`src/rtl/lcwf80_pkg.sv`:
```
// Shared types and constants for the LCW format80 decompressor.
// No dependencies.
package lcwf80_pkg;

  localparam int unsigned STORE_DEPTH = 65536;
  localparam int unsigned ADDR_W      = $clog2(STORE_DEPTH);
  localparam int unsigned WPOS_W      = 17;

  localparam logic [1:0] ACT_BYTE    = 2'd0;
  localparam logic [1:0] ACT_DRAIN   = 2'd1;
  localparam logic [1:0] ACT_RESTART = 2'd2;

  localparam logic [2:0] ST_DATA     = 3'd0;
  localparam logic [2:0] ST_END_OK   = 3'd1;
  localparam logic [2:0] ST_MISMATCH = 3'd2;
  localparam logic [2:0] ST_BAD_REF  = 3'd3;
  localparam logic [2:0] ST_OVERFLOW = 3'd4;
  localparam logic [2:0] ST_REFUSED  = 3'd5;

  typedef struct packed {
    logic [1:0] action;
    logic [7:0] data_byte;
  } in_item_t;

  typedef struct packed {
    logic [7:0]  out_byte;
    logic [15:0] out_pos;
    logic [2:0]  status;
    logic        last;
  } out_item_t;

  // result leaving the decode stage
  typedef struct packed {
    logic        valid;
    logic        is_copy;
    logic [7:0]  data;
    logic [15:0] pos;
    logic [2:0]  status;
  } res_t;

  // store read request
  typedef struct packed {
    logic              en;
    logic [ADDR_W-1:0] addr;
  } rd_t;

endpackage

```
`src/rtl/lcwf80_out.sv`:
```
// Store-write stage with read forwarding and output register.
// Depends on lcwf80_pkg.
module lcwf80_out (
  input  logic                          clk_i,
  input  logic                          rst_ni,
  input  logic                          accept_i,
  input  lcwf80_pkg::res_t              res_i,
  input  lcwf80_pkg::rd_t               rd_i,
  input  logic [7:0]                    rdata_i,
  output logic                          we_o,
  output logic [lcwf80_pkg::ADDR_W-1:0] waddr_o,
  output logic [7:0]                    wdata_o,
  output logic                          in_stall_o,
  output logic                          out_valid_o,
  input  logic                          out_stall_i,
  output lcwf80_pkg::out_item_t         out_item_o
);
  import lcwf80_pkg::*;

  logic      s1_valid_q, s1_valid_d;
  res_t      s1_q;
  logic      fwd_q, fwd_d;
  logic [7:0] fwd_byte_q;
  logic      s1_adv;
  logic [7:0] s1_byte;
  logic      out_valid_q, out_valid_d;
  out_item_t out_q;

  assign s1_adv     = s1_valid_q & (~out_valid_q | ~out_stall_i);
  assign in_stall_o = s1_valid_q & ~s1_adv;

  assign s1_byte = s1_q.is_copy ? (fwd_q ? fwd_byte_q : rdata_i) : s1_q.data;

  assign we_o    = s1_adv & (s1_q.status == ST_DATA);
  assign waddr_o = s1_q.pos[ADDR_W-1:0];
  assign wdata_o = s1_byte;

  // read of the entry written in the same cycle
  assign fwd_d = rd_i.en & we_o & (rd_i.addr == waddr_o);

  always_comb begin
    if (accept_i)    s1_valid_d = res_i.valid;
    else if (s1_adv) s1_valid_d = 1'b0;
    else             s1_valid_d = s1_valid_q;
    if (s1_adv)                     out_valid_d = 1'b1;
    else if (!out_stall_i)          out_valid_d = 1'b0;
    else                            out_valid_d = out_valid_q;
  end

  always_ff @(posedge clk_i or negedge rst_ni) begin
    if (!rst_ni) begin
      s1_valid_q  <= 1'b0;
      out_valid_q <= 1'b0;
    end else begin
      s1_valid_q  <= s1_valid_d;
      out_valid_q <= out_valid_d;
    end
  end

  always_ff @(posedge clk_i) begin
    if (accept_i) begin
      s1_q       <= res_i;
      fwd_q      <= fwd_d;
      fwd_byte_q <= s1_byte;
    end
    if (s1_adv) begin
      out_q.out_byte <= s1_byte;
      out_q.out_pos  <= s1_q.pos;
      out_q.status   <= s1_q.status;
      out_q.last     <= (s1_q.status != ST_DATA);
    end
  end

  assign out_valid_o = out_valid_q;
  assign out_item_o  = out_q;

endmodule

```
`config.mk`:
```
export PLATFORM = sky130hd
export DESIGN_NAME = lcwf80_out
export DESIGN_NICKNAME = d
export VERILOG_FILES = /design/src/rtl/lcwf80_pkg.sv /design/src/rtl/lcwf80_out.sv
export SDC_FILE = /design/constraint.sdc
export NUM_CORES = 1
export LEC_CHECK = 0
export BUFFER_PORTS_ARGS = -buffer_cell sky130_fd_sc_hd__buf_2
export CAP_MARGIN = 30
export CORE_MARGIN = 5
export CORE_UTILIZATION = 46
export DETAILED_ROUTE_END_ITERATION = 16
export GPL_TIMING_DRIVEN = 0
export PLACE_DENSITY_LB_ADDON = 0.15
export SYNTH_ARGS = -nofsm -noshare
export SYNTH_HDL_FRONTEND = slang
export SYNTH_SLANG_ARGS = --single-unit
```
`constraint.sdc`:
```
create_clock -name clk_i -period 3.15 [get_ports clk_i]
set_clock_uncertainty 0.1 [all_clocks]
set_input_delay 0.945 -clock clk_i [delete_from_list [all_inputs] [get_ports clk_i]]
set_output_delay 0.945 -clock clk_i [all_outputs]
set_load 0.005 [all_outputs]
```
# After elaboration in Yosys (flattened, before gate mapping)
# Cells that the tools add are included.
# word_totals
reg_bits	67
input_bits	58
out_inout_bits	55
wordCells	32
# classes
n_eq_ne	2
n_mux	6
bitwise_logic	9
n_reduce_logical	3
# op_table
operator	n
$eq A16 B16 Y1	1
$mux W8	2
$and A1 B1 Y1	5
$mux W1	4
$logic_not A3 Y1	1
$not A1 Y1	3
$reduce_bool A3 Y1	1
$ne A2 B1 Y1 const B	1
$reduce_bool A2 Y1	1
$or A1 B1 Y1	1

# Longest topological paths before layout
# depth
ltp_word	6
ltp_mapped	4
mapped_depth_nobuf	4

# Least setup slack after synthesis
# Ideal clock, no wire load.
# synth_timing
path_type	in2out
start	input port out_stall_i
end	output port we_o
arrival_time_ps	1212
required_time_ps	2105
setup_slack_ps	893
path_stages	3
n_path_buf	0
path_cell_list	nand2_1 -> nand2_1 -> nor2_4
# synth_between
elab_chain_len	4
# synth_lines
element	line	source
from (decl)	lcwf80_out.sv:15	input logic out_stall_i,
$not A1 Y1	lcwf80_out.sv:29	assign s1_adv = s1_valid_q & (~out_valid_q | ~out_stall_i);
$or A1 B1 Y1	lcwf80_out.sv:29	
$and A1 B1 Y1	lcwf80_out.sv:29	
$and A1 B1 Y1	lcwf80_out.sv:34	assign we_o = s1_adv & (s1_q.status == ST_DATA);
to (decl)	lcwf80_out.sv:10	output logic we_o,
# Every way passes these cells.

# Worst setup path after layout
# layout_timing
start	register s1_q[27] in the netlist's numbering
end	output port wdata_o[5]
# layout_between
elab_chain_len	1
# layout_lines
element	line	source
from (decl)	lcwf80_out.sv:21	res_t s1_q;
from (signal assigned)	lcwf80_out.sv:62	s1_q <= res_i;
$mux W8	lcwf80_out.sv:32	assign s1_byte = s1_q.is_copy ? (fwd_q ? fwd_byte_q : rdata_i) : s1_q.data;
to (decl)	lcwf80_out.sv:12	output logic [7:0] wdata_o,
# Every way passes these cells.

==> run metrics <==
outcome=complete, no violations; Sw Ratio=20.57%; arrival time worst endpoint=between 1500 and 2000 ps; Vias per Instance=about 4.4; cts bufs inserted=9; Sequential cell area=2002 um2; Ys Warns=0; worst max-slew margin expressed relative to the limit=between 40% and 50%; count of placed standard cells in the final layout, fillers left out=about 340; unrepaired setup endpoints after global routing=false; post-CTS clock slew at the launch and capture registers of the worst setup and hold paths=around 60 ps; remaining global-route overflow=0; number of hold buffers added after cts=0; clock latency on the worst-skew pair=approximately 330 ps; first-pass GRT wire length=between 7000 and 8000 um; total die area=~7100 um2; pin count of the biggest net entering global routing=39; post-synthesis async set-or-reset flop share=under 10%; syn nets=~200; Max Buffers Root-to-Sink=2; number of placed instances, taps included=326; aggregate negative setup slack=0 ps; CP max FO=10; crit path launch type=flop; number of nets with antenna violations after routing=0; end-of-flow core utilization=around 63%; GRT Total Usage=14.74%; Netlist cell types=23; net switching component of the power=0.4081 mW; total of endpoints with negative setup slack in the final report=0; standard-cell row count=27; H-Tree Level Count=3; EDFF count, synth=65; Clk network pwr share=a little over a third; number of filler instances in the final layout=around 440; cell accounting for the most synthesized area=edfxtp_1; leakage power of the design=1.427 nW; proportion of layout cells with a drive suffix above 1=54.44%; Area Overhead vs Synth=34.65%; Post-synth top cells=edfxtp_1, buf_4, xnor2_1; required time at the worst-slack endpoint=2100 ps; number of cells produced by synthesis=141; remaining design rule violation count=0; total internal power=approximately 1.6 mW; TritonRoute pass-1 iters=4; via count of the first global-routing pass=1,619; average wire per standard cell=14.29 um; FMAX=368.2 MHz; most instantiated flip-flop cell in the synthesis netlist=edfxtp_1; antenna diode count=0; fraction of power consumed by sequential logic=54.7%; type of the setup path with the least slack=flop to output port; pwr/cell area=583.1 nW/um2; post-synthesis register bit count=67; effective utilization at floorplan=about 46%; Setup Fix Bufs, Post-CTS=0; Die Y-Extent=84.13 um; cell at the root of the clock tree=clkbuf_8; share of synthesized area occupied by flip-flops and latches=79.21%; time the final worst path needs with I/O delays and setup=2716 ps; core footprint=5439 um2; path type of the worst min-delay path=input pin to asynchronous set/reset pin; post-synthesis area per instance=17.92 um2; number of vias after detailed routing=1,514; buffers added on ports=112; total clock sinks=67; most frequently used cell type in the post-synthesis netlist=edfxtp_1; element type at the critical path end=output port; part of the total power dissipated in combinational logic=10.1%; setup slack of the worst register-to-register path=around 1500 ps; number of failing hold endpoints at the final stage=0; number of slew-limit violations in the final report=0; transition time at the pin with the least slew margin=857.5 ps; peak supply drop=around 0.33 mV; netlist area before placement=2527 um2; fraction of synthesized cell area taken by the top area cell type=slightly below 80%; part of the cycle the worst path needs=86.22%; clock tree from TritonCTS=built; combined area of the multi-input logic cells=387.9 um2; initial antenna violation count=0; max-capacitance violation count=0; wirelength, routed=roughly 4900 um; Detailed Route Iter0 Violations=54; final-stage net count=323; I/O pin total=113; DP Wirelength=3619 um; overall die width=84.13 um; number of instances resized during post-cts repair=0; routability cong.=0.7108; cells taking the most area after synthesis=edfxtp_1, buf_4, xnor2_1
-- power groups by stage --
stage | clock [mW] | sequential (mW) | combinational [mW]
after floorplan | 0 | 1.10 | 0.0862
after global placement | 0 | 1.10 | 0.197
after detailed placement | 0 | 1.10 | 0.206
after CTS | 0.716 | 1.09 | 0.206
after global routing | 0.764 | 1.09 | 0.224
final | 0.699 | 1.08 | 0.201
-- worst max-delay path: stages, from the launching register on --
cell and delay (ps):
edfxtp_1 320, clkbuf_1 270, buf_2 300, nor2_1 70
a21oi_1 220, buf_2 160
-- path summary, 6_finish.rpt --
path                        startpoint  cells past startpoint             end
setup / recovery              s1_q[27]                      5      wdata_o[5]
hold / removal                  rst_ni                      1      s1_valid_q
setup reg to reg           out_valid_o                      4  out_item_o[19]
hold reg to reg                s1_q[1]                      0   out_item_o[2]
max in group asynchronous       rst_ni                      1     out_valid_o
min in group clk_i             s1_q[1]                      0   out_item_o[2]
-- cells in the final DEF, fill, tap and decap left out --
cell type  netlist  layout
xnor2_1         12      12
clkbuf_1         1       4
edfxtp_1        65      65
nor4_1           1       1
clkinv_2         0       1
buf_2            2     114
and2_0           1       1
clkbuf_8         0      11
nand2_1          2       2
a21oi_1          8       8
nor2_1           8       8
buf_16           0       1
and4_1           1       1
xor2_1           4       4
mux2_2           1       1
or3_4            1       1
nor3_1           1       1
bufinv_16        0       1
mux2i_1          8       8
nand2b_1         1       1
and3_1           1       1
inv_1            1       1
dfrtp_1          2       2
nor2_4           1       1
nand4_1          2       2
nand3_1          1       1
buf_4           16      16
-- logic make-up after synthesis --
family                 after synthesis  synth area share [%]
flip-flops                          67                 79.21
AND/OR/NAND/NOR                     21                 4.604
buffers and inverters               20                 5.445
XOR/XNOR                            16                 5.544
multiplexers                         9                 3.614
AO/OA/AOI/OAI                        8                 1.584
-- metrics by stage --
| step | hold WS, ps | setup WS (ps) | power [mW] | cell area (um2) |
|---|---|---|---|---|
| 2_1_floorplan | 327.4 | 892.8 | 1.189 | 2527 |
| 3_3_place_gp | 331.7 | 577.3 | 1.299 | 3178 |
| 3_5_place_dp | 336.6 | 597.1 | 1.310 | 3206 |
| 4_1_cts | 271.4 | 387.6 | 2.008 | 3403 |
| 5_1_grt | 262.4 | 251.0 | 2.081 | 3403 |
| 6_report | 286.2 | 434.1 | 1.984 | 3403 |
-- final cells by class --
type,count,area share [%]
flip-flops and latches,67,58.82
multi-input cells,54,11.40
inverters,1,0.1103
clock inverters,2,1.029
clock buffers,14,4.779
well taps,72,2.647
plain buffers,19,3.934
repair buffers,113,17.28
-- routing by layer --
layer	track usage (%)	share of wire, %	vias up	wire, um
met5	0	0	-	0
met4	6.579	1.5	0	72
met3	5.923	9.2	6	449
met2	24.18	49	73	2382
met1	17.00	41	683	1983
li1	-	-	752	-
-- state kept, by name, indices dropped and copies added (netlist names) --
name	cells
fwd_q	1
s1_q	12
out_item_o	28
waddr_o	16
out_valid_o	1
s1_valid_q	1
fwd_byte_q	8
Power figures use the tool's default switching activity.
