==> config.mk <==
export PLATFORM = sky130hd
export DESIGN_NAME = lcwf80_ctrl
export DESIGN_NICKNAME = d
export VERILOG_FILES = /design/src/rtl/lcwf80_pkg.sv /design/src/rtl/lcwf80_ctrl.sv
export SDC_FILE = /design/constraint.sdc
export NUM_CORES = 1
export LEC_CHECK = 0
export BUFFER_PORTS_ARGS = -buffer_cell sky130_fd_sc_hd__buf_4
export CAP_MARGIN = 15
export CELL_PAD_IN_SITES_DETAIL_PLACEMENT = 1
export CELL_PAD_IN_SITES_GLOBAL_PLACEMENT = 1
export CORE_UTILIZATION = 49
export CTS_CLUSTER_SIZE = 12
export DETAILED_ROUTE_END_ITERATION = 12
export PLACE_DENSITY = 0.84
export RECOVER_POWER = 100
export SLEW_MARGIN = 25
export SYNTH_ARGS = -nofsm -noshare
export SYNTH_HDL_FRONTEND = slang
export SYNTH_SLANG_ARGS = --single-unit
==> constraint.sdc <==
create_clock -name clk_i -period 10 [get_ports clk_i]
set_input_delay 1.5 -clock clk_i [delete_from_list [all_inputs] [get_ports clk_i]]
set_output_delay 1.5 -clock clk_i [all_outputs]
set_load 0.1 [all_outputs]
==> src/rtl/lcwf80_pkg.sv <==
// Shared types and constants for the LCW format80 decompressor.
// No dependencies.
package lcwf80_pkg;

  localparam int unsigned STORE_DEPTH = 65536;
  localparam int unsigned ADDR_W      = $clog2(STORE_DEPTH);
  localparam int unsigned WPOS_W      = 17;

  localparam logic [1:0] ACT_BYTE    = 2'd0;
  localparam logic [1:0] ACT_DRAIN   = 2'd1;
  localparam logic [1:0] ACT_RESTART = 2'd2;

  localparam logic [2:0] ST_DATA     = 3'd0;
  localparam logic [2:0] ST_END_OK   = 3'd1;
  localparam logic [2:0] ST_MISMATCH = 3'd2;
  localparam logic [2:0] ST_BAD_REF  = 3'd3;
  localparam logic [2:0] ST_OVERFLOW = 3'd4;
  localparam logic [2:0] ST_REFUSED  = 3'd5;

  typedef struct packed {
    logic [1:0] action;
    logic [7:0] data_byte;
  } in_item_t;

  typedef struct packed {
    logic [7:0]  out_byte;
    logic [15:0] out_pos;
    logic [2:0]  status;
    logic        last;
  } out_item_t;

  // result leaving the decode stage
  typedef struct packed {
    logic        valid;
    logic        is_copy;
    logic [7:0]  data;
    logic [15:0] pos;
    logic [2:0]  status;
  } res_t;

  // store read request
  typedef struct packed {
    logic              en;
    logic [ADDR_W-1:0] addr;
  } rd_t;

endpackage

==> src/rtl/lcwf80_ctrl.sv <==
// Command decoder and stream state of the LCW format80 decompressor.
// Depends on lcwf80_pkg.
module lcwf80_ctrl (
  input  logic                 clk_i,
  input  logic                 rst_ni,
  input  logic                 accept_i,
  input  lcwf80_pkg::in_item_t in_item_i,
  input  logic                 cfg_we_i,
  input  logic [16:0]          cfg_data_i,
  output lcwf80_pkg::res_t     res_o,
  output lcwf80_pkg::rd_t      rd_o
);
  import lcwf80_pkg::*;

  localparam logic [2:0] KIND_NONE = 3'd0;
  localparam logic [2:0] KIND_LIT  = 3'd1;
  localparam logic [2:0] KIND_REL  = 3'd2;
  localparam logic [2:0] KIND_ABS  = 3'd3;
  localparam logic [2:0] KIND_FILL = 3'd4;
  localparam logic [2:0] KIND_LONG = 3'd5;

  logic [16:0]       exp_q;
  logic [WPOS_W-1:0] wp_q, wp_d;
  logic [2:0]        stage_q, stage_d;
  logic [2:0]        kind_q, kind_d;
  logic [15:0]       hdr_q, hdr_d;
  logic [15:0]       pend_q, pend_d;
  logic [WPOS_W-1:0] src_q, src_d;
  logic [7:0]        fill_q, fill_d;
  logic              halted_q, halted_d;

  logic [15:0] hb_hdr, hb_pend;
  logic [2:0]  hb_stage;
  logic        put_req, put_copy, fin_req, ovf;
  logic [7:0]  put_val, b;
  logic [2:0]  fin_st;

  assign b   = in_item_i.data_byte;
  assign ovf = (wp_q >= WPOS_W'(STORE_DEPTH));

  // header byte merge
  always_comb begin
    hb_hdr   = hdr_q;
    hb_pend  = pend_q;
    hb_stage = stage_q - 3'd1;
    unique case (kind_q)
      KIND_REL: hb_hdr = {4'd0, hdr_q[3:0], b};
      KIND_ABS: begin
        if (stage_q == 3'd2) hb_hdr[7:0] = hdr_q[7:0] | b;
        else                 hb_hdr[15:8] = hdr_q[15:8] | b;
      end
      KIND_FILL: begin
        if (stage_q == 3'd3)      hb_pend[7:0]  = pend_q[7:0] | b;
        else if (stage_q == 3'd2) hb_pend[15:8] = pend_q[15:8] | b;
        else                      hb_hdr[7:0]   = hdr_q[7:0] | b;
      end
      KIND_LONG: begin
        if (stage_q == 3'd4)      hb_pend[7:0]  = pend_q[7:0] | b;
        else if (stage_q == 3'd3) hb_pend[15:8] = pend_q[15:8] | b;
        else if (stage_q == 3'd2) hb_hdr[7:0]   = hdr_q[7:0] | b;
        else                      hb_hdr[15:8]  = hdr_q[15:8] | b;
      end
      default: ;
    endcase
  end

  always_comb begin
    wp_d     = wp_q;
    stage_d  = stage_q;
    kind_d   = kind_q;
    hdr_d    = hdr_q;
    pend_d   = pend_q;
    src_d    = src_q;
    fill_d   = fill_q;
    halted_d = halted_q;
    res_o    = '0;
    rd_o     = '0;
    put_req  = 1'b0;
    put_copy = 1'b0;
    put_val  = b;
    fin_req  = 1'b0;
    fin_st   = ST_DATA;

    if (accept_i) begin
      unique case (in_item_i.action)
        ACT_RESTART: begin
          wp_d     = '0;
          stage_d  = '0;
          kind_d   = KIND_NONE;
          hdr_d    = '0;
          pend_d   = '0;
          src_d    = '0;
          fill_d   = '0;
          halted_d = 1'b0;
        end
        ACT_DRAIN: begin
          if (!halted_q && kind_q >= KIND_REL && stage_q == 3'd0 && pend_q != 16'd0) begin
            if (ovf) begin
              fin_req = 1'b1;
              fin_st  = ST_OVERFLOW;
            end else if (kind_q == KIND_FILL) begin
              put_req = 1'b1;
              put_val = fill_q;
            end else if (src_q >= wp_q) begin
              fin_req = 1'b1;
              fin_st  = ST_BAD_REF;
            end else begin
              put_req   = 1'b1;
              put_copy  = 1'b1;
              rd_o.en   = 1'b1;
              rd_o.addr = src_q[ADDR_W-1:0];
              src_d     = src_q + WPOS_W'(1);
            end
          end
        end
        ACT_BYTE: begin
          if (!halted_q) begin
            if (kind_q == KIND_LIT) begin
              put_req = 1'b1;
            end else if (kind_q >= KIND_REL && stage_q == 3'd0) begin
              fin_req = 1'b1;
              fin_st  = ST_REFUSED;
            end else if (kind_q >= KIND_REL) begin
              hdr_d   = hb_hdr;
              pend_d  = hb_pend;
              stage_d = hb_stage;
              if (hb_stage == 3'd0) begin
                if (kind_q == KIND_REL)       src_d  = wp_q - {5'd0, hb_hdr[11:0]};
                else if (kind_q == KIND_FILL) fill_d = hb_hdr[7:0];
                else                          src_d  = {1'b0, hb_hdr};
                if (hb_pend == 16'd0) kind_d = KIND_NONE;
              end
            end else if (b[7:6] == 2'b10) begin
              if (b[5:0] == 6'd0) begin
                fin_req = 1'b1;
                fin_st  = (wp_q == exp_q) ? ST_END_OK : ST_MISMATCH;
              end else begin
                kind_d = KIND_LIT;
                pend_d = {10'd0, b[5:0]};
              end
            end else begin
              hdr_d  = '0;
              pend_d = '0;
              if (!b[7]) begin
                kind_d  = KIND_REL;
                pend_d  = 16'({1'b0, b[6:4]} + 4'd3);
                hdr_d   = {12'd0, b[3:0]};
                stage_d = 3'd1;
              end else if (b == 8'hff) begin
                kind_d  = KIND_LONG;
                stage_d = 3'd4;
              end else if (b == 8'hfe) begin
                kind_d  = KIND_FILL;
                stage_d = 3'd3;
              end else begin
                kind_d  = KIND_ABS;
                pend_d  = 16'({1'b0, b[5:0]} + 7'd3);
                stage_d = 3'd2;
              end
            end
          end
        end
        default: ;
      endcase
    end

    if (put_req) begin
      if (ovf) begin
        fin_req = 1'b1;
        fin_st  = ST_OVERFLOW;
      end else begin
        wp_d          = wp_q + WPOS_W'(1);
        pend_d        = pend_q - 16'd1;
        if (pend_q == 16'd1) kind_d = KIND_NONE;
        res_o.valid   = 1'b1;
        res_o.is_copy = put_copy;
        res_o.data    = put_val;
        res_o.pos     = wp_q[15:0];
        res_o.status  = ST_DATA;
      end
    end

    if (fin_req) begin
      halted_d      = 1'b1;
      res_o.valid   = 1'b1;
      res_o.is_copy = 1'b0;
      res_o.data    = '0;
      res_o.pos     = wp_q[15:0];
      res_o.status  = fin_st;
    end
  end

  always_ff @(posedge clk_i or negedge rst_ni) begin
    if (!rst_ni) begin
      exp_q    <= '0;
      wp_q     <= '0;
      stage_q  <= '0;
      kind_q   <= KIND_NONE;
      hdr_q    <= '0;
      pend_q   <= '0;
      src_q    <= '0;
      fill_q   <= '0;
      halted_q <= 1'b0;
    end else begin
      if (cfg_we_i) exp_q <= cfg_data_i;
      wp_q     <= wp_d;
      stage_q  <= stage_d;
      kind_q   <= kind_d;
      hdr_q    <= hdr_d;
      pend_q   <= pend_d;
      src_q    <= src_d;
      fill_q   <= fill_d;
      halted_q <= halted_d;
    end
  end

endmodule

## Yosys cells after proc, flatten, opt, wreduce, memory -nomap -nowiden

Index checks and enable logic that the tools add are counted.

| storage, ports and cells | value |
|---|---|
| bits in registers | 98 |
| bits in latches | 0 |
| bits in writable memories | 0 |
| bits in read-only memories | 0 |
| bits of input ports | 31 |
| output and inout port bits | 46 |
| word-level logic and storage cells | 211 |
| memories kept | 0 |

| operators by class | value |
|---|---|
| $add $sub $neg | 7 |
| multipliers | 0 |
| div/mod/pow operators | 0 |
| order comparisons | 3 |
| equality and inequality tests | 28 |
| shifts and indexed selects | 0 |
| muxes and demuxes | 141 |
| bitwise logic cells | 4 |
| reductions and logical operators | 19 |

Operators with widths:

| kind | count |
|---|---|
| 2-to-1 mux 17 bit | 21 |
| 2-to-1 mux 16 bit | 16 |
| 2-to-1 mux 8 bit | 21 |
| one-hot mux 16 bit (2 select lines) | 3 |
| 2-to-1 mux 3 bit | 30 |
| 2-to-1 mux 29 bit | 3 |
| one-hot mux 17 bit (3 select lines) | 1 |
| adder 17 x 1 -> 17 bit, second input constant | 2 |
| OR 8 bit | 4 |
| one-hot mux 8 bit (4 select lines) | 1 |
| 2-to-1 mux 1 bit | 28 |
| one-hot mux 8 bit (3 select lines) | 1 |
| inequality test 2 bit, second input constant | 11 |
| 2-to-1 mux 7 bit | 3 |
| one-hot mux 3 bit (2 select lines) | 3 |
| == test 17 bit | 1 |
| greater-or-equal comparator 17 bit | 1 |
| greater-or-equal comparator 17 bit, second input constant | 1 |
| subtractor 17 x 12 -> 17 bit | 1 |
| == test 16 x 1 -> 1 bit, second input constant | 1 |
| == test 8 bit, second input constant | 2 |
| logical NOT 16 bit | 1 |
| one-hot mux 8 bit (2 select lines) | 1 |
| nonzero test 16 bit | 1 |
| other kinds (25) | 44 |

## Logic depth before layout (Yosys ltp)

| depth | value |
|---|---|
| word-level depth | 16 |
| gate-level depth with buffers | 19 |
| depth with buffers taken out | 18 |

## Least setup slack after synthesis

No wires, ideal clock.

| path | value |
|---|---|
| path kind | input port to output port |
| start point | input in_item_i[0] in the netlist's numbering |
| end point | output res_o[0] in the netlist's numbering |
| arrival time | 5.409 ns |
| required time | 8.500 ns |
| setup slack | 3.091 ns |
| cell stages on the path | 9 |
| buffers on the path | 2 |
| cells stage by stage | clkbuf_1 inv_1 ha_1 nor4bb_1 clkbuf_1 nand2_1 nor4_1 a21boi_0 a21boi_0 |

RTL lines:

| element | line | source |
|---|---|---|
| from (decl) | lcwf80_ctrl.sv:7 | `input lcwf80_pkg::in_item_t in_item_i,` |
| to (decl) | lcwf80_ctrl.sv:10 | `output lcwf80_pkg::res_t res_o,` |

==> impl_metrics.json <==
{
  "antenna_found_initial": 0,
  "report.final.slew_viol_count": 154,
  "drv_cap": 3,
  "syn-num-nets": 1126,
  "vias_per_cell": 6.54,
  "ys_async_sr_fraction_pct": 100,
  "ctsLongestPathBuffers": 2,
  "fin_crit_ns": 7.38,
  "post-place-ws_ns": 4.58,
  "rsz0062_at_grt": "no",
  "grt_max_degree": 71,
  "ant_nets": 0,
  "syn_avg_cell_area_um2": 7.92,
  "synthAdderAreaFrac_pct": 7.33,
  "finalSetupTns_ns": 0,
  "ir_worst_vdd_mv": 0.109,
  "syn_area_um2": 8290,
  "grt_pass1_vias": 8616,
  "routedWlPerCell_um": 23.1,
  "setup.worst_path.start_class": "register",
  "r2r_cells": 9,
  "synth_compound_area_share_pct": 25.7,
  "ctsHoldBuffers": 0,
  "busiest_layer": "met2",
  "layout-drive-gt1-share_pct": 7.26,
  "worst_slew_pin_slew_ns": 4.05,
  "area_growth_pct": 8.90,
  "final-setup-viol-count": 0,
  "arrival_ns": 5.88,
  "post_cts_buffers": 0,
  "dr.pass1.iters": 5,
  "io_pins": 77,
  "r2r_start": "pend_q[6]$_DFF_PN0_",
  "grt_pass1_wl_um": 48200,
  "path_clk_slew_ns": 0.08,
  "finalClockSkew_ns": 0.00730,
  "postSynthCellCount": 1047,
  "numCtsBuffers": 9,
  "min_from": "hdr_q[9]$_DFFE_PN0P_",
  "cp-end-kind": "output port",
  "startpoint": "pend_q[6]$_DFF_PN0_",
  "grt_use_met1_pct": 46.8,
  "yosysSeqAreaShare_pct": 29.6,
  "drtIter0Drc": 740,
  "clkSinkCount": 98,
  "synth-simple-area-share_pct": 23.5,
  "critPathKind": "reg2out",
  "reg2reg_slack_ns": 4.42,
  "post_cts_resized": 0,
  "cp_max_fo": 52,
  "synthXorXnorAreaFrac_pct": 4.86,
  "final-hold-violation-count": 0,
  "clk_latency_ns": 0.37,
  "gr-total-overflow": 0,
  "final_nets": 1162,
  "ys_ff_latch": 98,
  "hp-class": "reg2reg",
  "synth_top_family_by_area": "compound AO/OA/AOI/OAI gates",
  "grt_use_total_pct": 35.3,
  "gp_congestion": 0.986,
  "fin_crit_sh_pct": 73.8,
  "io_buffers": 76,
  "dp_hpwl_um": 22200,
  "fp.dieW_um": 132,
  "grtUsageMet2_pct": 58.0,
  "critPathCapture": "res_o[21]",
  "num-fill-cells": 2107,
  "drcViolationCount": 0,
  "core_area_um2": 16500,
  "use_met3_pct": 5.19,
  "ys_types": 81,
  "synth.area.mux_share_pct": 3.76,
  "p_leak_nw": 3.61,
  "synth_edf_count": 0,
  "die-height_um": 132,
  "n_antenna_cell": 0,
  "cts_tree": "built",
  "failed_checks": "max-capacitance violations, max-slew violations",
  "timing.rr.end": "wp_q[3]$_DFF_PN0_",
  "htree_levels": 3,
  "yosysWarnings": 0,
  "dieArea_um2": 17400,
  "cp.required_ns": 8.50,
  "outcome": "finished, violations left",
  "worst_slack_ns": 2.62,
  "dr_total_vias": 8549,
  "initial_core_util_pct": 50.2,
  "fmax_mhz": 135,
  "synth-main-ff-cell": "dfrtp_1",
  "cts-root-buf": "clkbuf_16",
  "power_density_nw_per_um2": 236,
  "max_slew_margin_pct": -170,
  "rows": 47,
  "wirelength_um": 30200
}
worst min-delay path by stage:
stage	endpoint	cells past startpoint
after global routing	hdr_q[9]$_DFFE_PN0P_	2
after detailed placement	hdr_q[9]$_DFFE_PN0P_	2
final	hdr_q[9]$_DFFE_PN0P_	2
after floorplan	hdr_q[9]$_DFFE_PN0P_	2
after global placement	hdr_q[11]$_DFFE_PN0P_	2
after CTS	hdr_q[9]$_DFFE_PN0P_	2
worst max-delay path: stages (launching register included):
cell and delay, ns:
dfrtp_1 0.47, or4_1 0.60, or3_1 0.48, o2111ai_1 1.14
nor2_1 0.19, a31oi_4 0.24, clkbuf_1 1.66, a21oi_1 0.09
clkbuf_1 0.60
through the flow:
step / power, mW / instances / cell area [um2] / util [%] / hold WS, ns
after floorplan: 1.40 / 1047 / 8290 / - / 0.440
after detailed placement: 1.73 / 1292 / 8930 / 54.0 / 0.462
after global routing: 2.26 / 1308 / 9030 / 54.6 / 0.507
after CTS: 2.13 / 1308 / 9250 / 56.0 / 0.478
final: 2.13 / 1308 / 9030 / 54.6 / 0.479
after global placement: 1.70 / 1292 / 8930 / 54.0 / 0.455
Yosys cell counts, drive strengths merged (7+ instances only):
| cell type | count | area (um2) |
|---|---|---|
| a21o | 10 | 75.1 |
| a21oi | 66 | 330 |
| a221oi | 11 | 96.3 |
| a22o | 7 | 61.3 |
| a22oi | 14 | 105 |
| a31oi | 15 | 109 |
| and2 | 24 | 150 |
| and3 | 7 | 43.8 |
| buf | 16 | 104 |
| clkbuf | 43 | 163 |
| dfrtp | 98 | 2450 |
| ha | 47 | 588 |
| inv | 44 | 165 |
| mux2 | 17 | 191 |
| mux2i | 12 | 120 |
| nand2 | 108 | 405 |
| nand2b | 9 | 56.3 |
| nand3 | 37 | 185 |
| nand4 | 13 | 81.3 |
| nor2 | 86 | 325 |
| nor2b | 12 | 75.1 |
| nor3 | 27 | 135 |
| nor4 | 22 | 138 |
| o211ai | 14 | 105 |
| o21a | 9 | 67.6 |
| o21ai | 108 | 541 |
| o22ai | 10 | 68.8 |
| o31ai | 13 | 97.6 |
| or2 | 7 | 43.8 |
| or3 | 18 | 118 |
| or4 | 7 | 52.6 |
| xnor2 | 20 | 175 |
| xor2 | 26 | 228 |
metal layers:
| metal | routed length, um | share of wire [%] |
|---|---|---|
| met3 | 1750 | 5.8 |
| met2 | 14000 | 46 |
| met1 | 13200 | 44 |
| met4 | 1200 | 4.0 |
| met5 | 0 | 0 |
flip-flops by register name (all words and copies together), names as in the netlist:
name,cells
exp_q,17
fill_q,8
halted_q,1
hdr_q,16
kind_q,3
pend_q,16
src_q,17
stage_q,3
wp_q,17
area by class of cell:
| cell class | count | area (um2) | share of cell area, % |
|---|---|---|---|
| clock buffers | 9 | 225 | 2.49 |
| flip-flops and latches | 98 | 2450 | 27.2 |
| well taps | 220 | 275 | 3.05 |
| inverters | 45 | 169 | 1.87 |
| repair buffers | 84 | 439 | 4.86 |
| multi-input cells | 845 | 5380 | 59.6 |
| clock inverters | 7 | 90.1 | 0.998 |
kinds of logic after synthesis:
family / count (synthesis)
compound gates: 329
xor+xnor: 46
mux: 29
buf+inv: 104
flops: 98
fa+ha+maj: 48
simple gates: 393
cell usage in the layout, fill, tap and decap left out, drive strengths merged, types with 5 or more instances in the layout:
master   count
a21boi       5
a221oi      11
mux2i       12
o31ai       13
a21o        10
xnor2       20
nand4       13
nor4        22
or4          7
mux2        17
o21a         9
nor2        86
o31a         5
xor2        26
o22ai       10
or2          7
a31oi       15
nand3       37
o211ai      14
a21oi       66
o21ai      108
nor3        27
a2111oi      5
nand2b       9
buf         33
a22oi       14
or3         18
a22o         7
and3         7
nor2b       12
dfrtp       98
nand2      108
clkbuf      60
a211o        5
inv         49
ha          47
and2        24
where the power goes:
group	leakage, nW	internal [mW]	switching (mW)
Sequential	1.31	0.461	0.134
Combinational	2.15	0.412	0.735
Clock	0.156	0.202	0.188
No activity file was read; power rests on OpenSTA's default activity.
